$ cat src/hdl/bptc_pkg.sv
package bptc_pkg;

   // datapath word width and divider depth
   localparam int DIV_W = 32;

   // configuration register indexes
   localparam logic [2:0] CSR_A1    = 3'd0;
   localparam logic [2:0] CSR_A2    = 3'd1;
   localparam logic [2:0] CSR_A3    = 3'd2;
   localparam logic [2:0] CSR_A4    = 3'd3;
   localparam logic [2:0] CSR_A5_A6 = 3'd4;
   localparam logic [2:0] CSR_B1_B2 = 3'd5;
   localparam logic [2:0] CSR_C_D   = 3'd6;
   localparam logic [2:0] CSR_OSS   = 3'd7;

   // compensation constants
   localparam logic [31:0] B6_OFFSET  = 32'd4000;
   localparam logic [31:0] TRIM_SQ    = 32'd3038;
   localparam logic [31:0] TRIM_LIN   = 32'hFFFF_E343;   // -7357
   localparam logic [31:0] TRIM_OFS   = 32'd3791;
   localparam logic [31:0] B7_SCALE   = 32'd50000;
   localparam logic [31:0] B4_BIAS    = 32'd32768;

   typedef struct packed {
      logic [15:0] raw_temp;
      logic [18:0] raw_pressure;
   } req_data_type;

   typedef struct packed {
      logic signed [27:0] temperature;
      logic signed [31:0] pressure;
      logic               divide_error;
   } rsp_data_type;

   // arithmetic right shift of a 32-bit word
   function automatic logic [31:0] asr(input logic [31:0] x, input logic [4:0] s);
      return 32'($signed(x) >>> s);
   endfunction

   // sign extend a 16-bit field
   function automatic logic [31:0] sx16(input logic [15:0] x);
      return {{16{x[15]}}, x};
   endfunction

endpackage

$ cat src/hdl/bptc_div.sv
module bptc_div #(
   parameter int SIDE_W = 1
) (
   input  logic              clock,
   input  logic              reset,
   input  logic              in_valid,
   input  logic [31:0]       in_num,
   input  logic [31:0]       in_den,
   input  logic [SIDE_W-1:0] in_side,
   output logic              out_valid,
   output logic [31:0]       out_quo,
   output logic [SIDE_W-1:0] out_side
);
   import bptc_pkg::*;

   localparam int N = DIV_W;

   logic [N-1:0]       vld_ff;
   logic [DIV_W-1:0]   rem_ff  [N];
   logic [DIV_W-1:0]   num_ff  [N];
   logic [DIV_W-1:0]   den_ff  [N];
   logic [SIDE_W-1:0]  side_ff [N];

   // one quotient bit per stage, restoring
   for (genvar k = 0; k < N; k++) begin : g_stage
      logic              pv;
      logic [DIV_W-1:0]  prem;
      logic [DIV_W-1:0]  pnum;
      logic [DIV_W-1:0]  pden;
      logic [SIDE_W-1:0] pside;
      logic [DIV_W:0]    trial;
      logic              ge;

      if (k == 0) begin : g_first
         assign pv    = in_valid;
         assign prem  = '0;
         assign pnum  = in_num;
         assign pden  = in_den;
         assign pside = in_side;
      end else begin : g_next
         assign pv    = vld_ff[k-1];
         assign prem  = rem_ff[k-1];
         assign pnum  = num_ff[k-1];
         assign pden  = den_ff[k-1];
         assign pside = side_ff[k-1];
      end

      assign trial = {prem, pnum[DIV_W-1]};
      assign ge    = trial >= {1'b0, pden};

      always_ff @(posedge clock) begin
         if (reset) begin
            vld_ff[k] <= 1'b0;
         end else begin
            vld_ff[k] <= pv;
         end
      end

      always_ff @(posedge clock) begin
         rem_ff[k]  <= ge ? DIV_W'(trial - {1'b0, pden}) : trial[DIV_W-1:0];
         num_ff[k]  <= {pnum[DIV_W-2:0], ge};
         den_ff[k]  <= pden;
         side_ff[k] <= pside;
      end
   end

   assign out_valid = vld_ff[N-1];
   assign out_quo   = num_ff[N-1];
   assign out_side  = side_ff[N-1];

endmodule

$ cat config.mk
export PLATFORM = sky130hd
export DESIGN_NAME = bptc_div
export DESIGN_NICKNAME = d
export VERILOG_FILES = /design/src/hdl/bptc_pkg.sv /design/src/hdl/bptc_div.sv
export SDC_FILE = /design/constraint.sdc
export NUM_CORES = 2
export LEC_CHECK = 0
export ABC_CLOCK_PERIOD_IN_PS = 5000
export BUFFER_PORTS_ARGS = -buffer_cell sky130_fd_sc_hd__buf_2
export CAP_MARGIN = 20
export CORE_MARGIN = 3
export CORE_UTILIZATION = 30
export CTS_CLUSTER_SIZE = 14
export DETAILED_ROUTE_END_ITERATION = 12
export GPL_ROUTABILITY_DRIVEN = 0
export PLACE_DENSITY = 0.55
export SLEW_MARGIN = 5
export SYNTH_ARGS = -nofsm -noshare
export SYNTH_HDL_FRONTEND = slang
export SYNTH_SLANG_ARGS = --single-unit
$ cat constraint.sdc
create_clock -name clock -period 5 [get_ports clock]
set_input_delay 1 -clock clock [delete_from_list [all_inputs] [get_ports clock]]
set_output_delay 1 -clock clock [all_outputs]
set_load 0.05 [all_outputs]
# == Word-level counts from Yosys, hierarchy flattened ==
# Memories as Yosys holds them, arrays and structs flattened.
# Cells that the tools add are included.
# totals
register_bits,32
ram_bits,3104
inputBits,68
output_inout_bits,34
n_memories,4
# mem_list
memory,words,word_bits,read_ports,rd_clocked_by_memory_dff,write_ports,line_no,source
den_ff,32,32,31,0,32,bptc_div.sv:21,logic [DIV_W-1:0] den_ff [N];
num_ff,32,32,32,0,32,bptc_div.sv:20,logic [DIV_W-1:0] num_ff [N];
rem_ff,32,32,31,0,32,bptc_div.sv:19,logic [DIV_W-1:0] rem_ff [N];
side_ff,32,1,32,0,32,bptc_div.sv:22,logic [SIDE_W-1:0] side_ff [N];
# classes
n_addsub,32
magnitude_cmp,32
muxes,32
# ops
op,count
$mux 32,32
$ge 33x32->1,31
$sub 32x32->32,31
$ge 1x32->1,1
$sub 1x32->32,1

# == Logic depth before layout (Yosys ltp) ==
# An unclocked memory read counts as a cell.
# depth
word_depth,3
mapped_depth,15
depth_no_buf,13

# == Worst setup path before layout ==
# No wires, ideal clock.
# synth_path
kind,flip-flop to flip-flop
startpoint,memory num_ff[0][31]
endpoint,memory rem_ff[1][30] (netlist: rem_ff[0][62])
arrival_ns,3.104
path_slack_ns,1.776
stages_incl_launch_ff,14
synth_period_minus_slack_ns,3.224
path_cell_list,dfxtp_1 > inv_1 > ha_1 > fa_1 > nand2b_1 > a21boi_0 > o21ai_0 > a21oi_1 > a31o_2 > a41oi_2 > o21ai_1 > a21oi_1 > or4_1 > mux2_2
# synth_lines
item,line_no
start: declaration,bptc_div.sv:20
end: declaration,bptc_div.sv:19

==> run metrics <==
outcome=finished clean; crit-path max cell delay=~710 ps; static leakage=around 67 nW; Nets=roughly 14000; synthesized flop and latch total=between 3000 and 4000; CP max FO=38; Slew headroom=32.1%; DRT Pass-1 Iters=6; Crit. Startpoint=den_ff[1][417]; DR WL met2=approximately 150 mm; CTS tree=yes; asr flop ratio synth=0%; CTS resizes=0; vias in the first global route=between 80000 and 90000; Max Clk Rate=approximately 240 MHz; sw frac=between 30% and 40%; Starting Density=30.2%; row cnt=between 200 and 250; Power Internal=0.0609 W; CP max stage cell=o311ai_0; Unique masters post-synth=94; Port-buffer cells=roughly 100; DRT met1 WL=about 130 mm; Routed Antenna Nets=0; share of cells above drive strength 1=roughly a tenth; Worst Hold Class=in -> reg; wire length per cell=15.9 um; CTS Buf Count=349; share of power burned in registers=around 34%; measured slew at the worst slew-check pin=around 1000 ps; Setup Buffers After CTS=0; Layout fillers=42770; final-report hold violation count=0; P_sw=0.0330 W; syn nets=about 14000; min Tclk post-route=4200 ps; Slew Limit Fails=0; Post-Route Skew=slightly below 60 ps; total grt overflow=0; final routed DRC violation total=0; Detailed Route WL=between 300 and 400 mm; endpoint class of the critical path=flip-flop; highest routed layer=met5; Synth Warn #=0; Chip Height=658 um; crit path DAT=4990 ps; deepest clock path buffer count=4; Worst-path clk slew=~60 ps; CTS Hold Bufs=0; period utilization=a little over four fifths; # setup viols final=0; Ports=102; R2R setup slack=approximately 800 ps; Top FF cell, synth=dfxtp_1; H-tree Lvls=5; largest net degree at the start of global routing=61; met3 wire length=~14 mm; RSZ-0062 raised after global routing=no; vias per cell=roughly 4.7; first-pass GRT wire length=roughly 480 mm; Setup CP Type=reg -> reg; WP buf/inv=1; critical-path cell list=inv_1 > ha_1 > nor2b_1 > o31a_1 > o311ai_0 > nand3_1 > o31ai_1 > nand2_1 > a31oi_1 > o41a_2 > mux2_2; footprint of the multi-input gates=roughly 60000 um2; HPWL after DPL=approximately 230 mm; post-synthesis cell area=roughly 130000 um2; flip-flop and latch area=approximately 60000 um2; Reg-to-Reg Start=den_ff[1][417]; Total Routing Usage GR=between 10% and 20%; CP delay by family, top=compound AO/OA/AOI/OAI gates; clock share of power=between 20% and 30%; setup_tns=0 ps; Die X=~660 um; Initial DRC Count=5501; via count=around 90000; Hold Path Origin=in_num[30]; clk_lat worst skew=between 900 and 1000 ps; WHS=165 ps; Synth Instances=about 13000; sequential fraction of the synthesis area=approximately half; area growth from synthesis to layout=15.2%; root buf cell=clkbuf_16; Cell Pwr Density=~640 nW/um2; initial antenna violation count=4; Die ar.=433000 um2; Post-synth EDFFs=0; Comb pwr share=between 30% and 40%; Max Cap Viol=0; startpoint types=flip-flop; TritonCTS Sinks=between 3000 and 4000; WP data required=5790 ps; Core Footprint=approximately 420000 um2; Avg Cell Area, Syn=approximately 9.8 um2; Max IR drop VDD=around 0.0003 V
## power groups by stage
stage / Sequential (W) / Clock [W] / Combinational [W]
after global routing: 0.0327 / 0.0291 / 0.0385
final: 0.0323 / 0.0271 / 0.0345
after CTS: 0.0323 / 0.0282 / 0.0346
after floorplan: 0.0317 / 0 / 0.0268
after detailed placement: 0.0328 / 0 / 0.0343
after global placement: 0.0329 / 0 / 0.0341
## final cells by class
class / instances / area share (%)
diodes: 9 / 0.0153
flip-flops and latches: 3072 / 41.9
clock inverters: 188 / 1.84
well taps: 5640 / 4.81
multi-input cells: 8370 / 40.8
clock buffers: 450 / 6.66
inverters: 1297 / 3.32
repair buffers: 165 / 0.711
## cell families after synthesis
kind of cell / Yosys count / share of synthesized area, %
AO/OA/AOI/OAI: 3258 / 16.3
XOR/XNOR: 784 / 5.39
adder cells (fa/ha/maj): 1024 / 10.2
buffers and inverters: 1624 / 4.88
flip-flops: 3072 / 48.2
multiplexers: 513 / 4.48
AND/OR/NAND/NOR: 2791 / 10.5
## final timing paths
kind,end,depth (start not counted)
worst min register to register,num_ff[1][212],0
worst min-delay path,num_ff[0][31],1
worst max-delay path,rem_ff[1][462],11
worst max register to register,rem_ff[1][462],11
## per-layer routing
layer,GRT usage (%),up-vias
li1,-,45629
met2,23.8,1798
met3,2.18,635
met5,0,-
met4,5.42,2
met1,16.7,41702
## state kept, by name, summed over array words and instances, names as in the netlist
signal	cells
g_stage.pv	31
den_ff	992
side_ff	32
out_valid	1
rem_ff	992
num_ff	1024
## stage by stage
stage / instances / total power (W) / util [%] / worst slack, ps / cell area (um2)
after CTS: 19181 / 0.0951 / 34.8 / 867 / 147000
after floorplan: 13066 / 0.0585 / - / 1780 / 127000
after global placement: 18542 / 0.0670 / 31.9 / 807 / 134000
final: 19191 / 0.0939 / 34.8 / 800 / 147000
after detailed placement: 18543 / 0.0672 / 31.9 / 897 / 134000
after global routing: 19188 / 0.100 / 34.8 / 560 / 147000
## synthesized netlist by cell type (64+ instances only)
master,number,area [um2]
a211oi_1,93,698
a21boi_0,64,480
a21o_1,503,3780
a21oi_1,939,4700
a31oi_1,125,782
and3_1,99,619
clkbuf_1,254,953
dfxtp_1,3072,61500
ha_1,994,12400
inv_1,1295,4860
mux2_2,435,4900
nand2_1,889,3340
nand2b_1,118,738
nand3_1,254,1270
nand4_1,144,901
nor2_1,601,2260
nor2b_1,182,1140
nor3_1,195,976
o21a_1,131,983
o21ai_0,754,3770
o21bai_1,115,863
o31ai_1,79,593
xnor2_1,464,4060
xor2_1,320,2800
## cell usage in the layout, fill, tap and decap left out, types with 48 or more instances in the layout
cell,count
o21a_1,131
mux2_2,435
nand3_1,253
nand2b_1,118
a21o_1,503
and3_1,99
xnor2_1,464
nor2b_1,180
clkbuf_8,60
and2_1,49
mux2i_1,52
a21boi_0,64
or3_1,56
clkbuf_16,352
clkinv_2,55
bufinv_16,48
a211oi_1,93
nor3_1,195
o211ai_1,55
dfxtp_1,3072
inv_1,1295
nand4_1,144
ha_1,994
a21oi_1,938
o21ai_0,754
a31oi_1,125
buf_2,101
o31ai_1,79
buf_4,58
nor4_1,54
o21bai_1,115
nor2_1,600
xor2_1,320
nand2_1,888
Note: power is estimated with default switching activity, not from simulation.
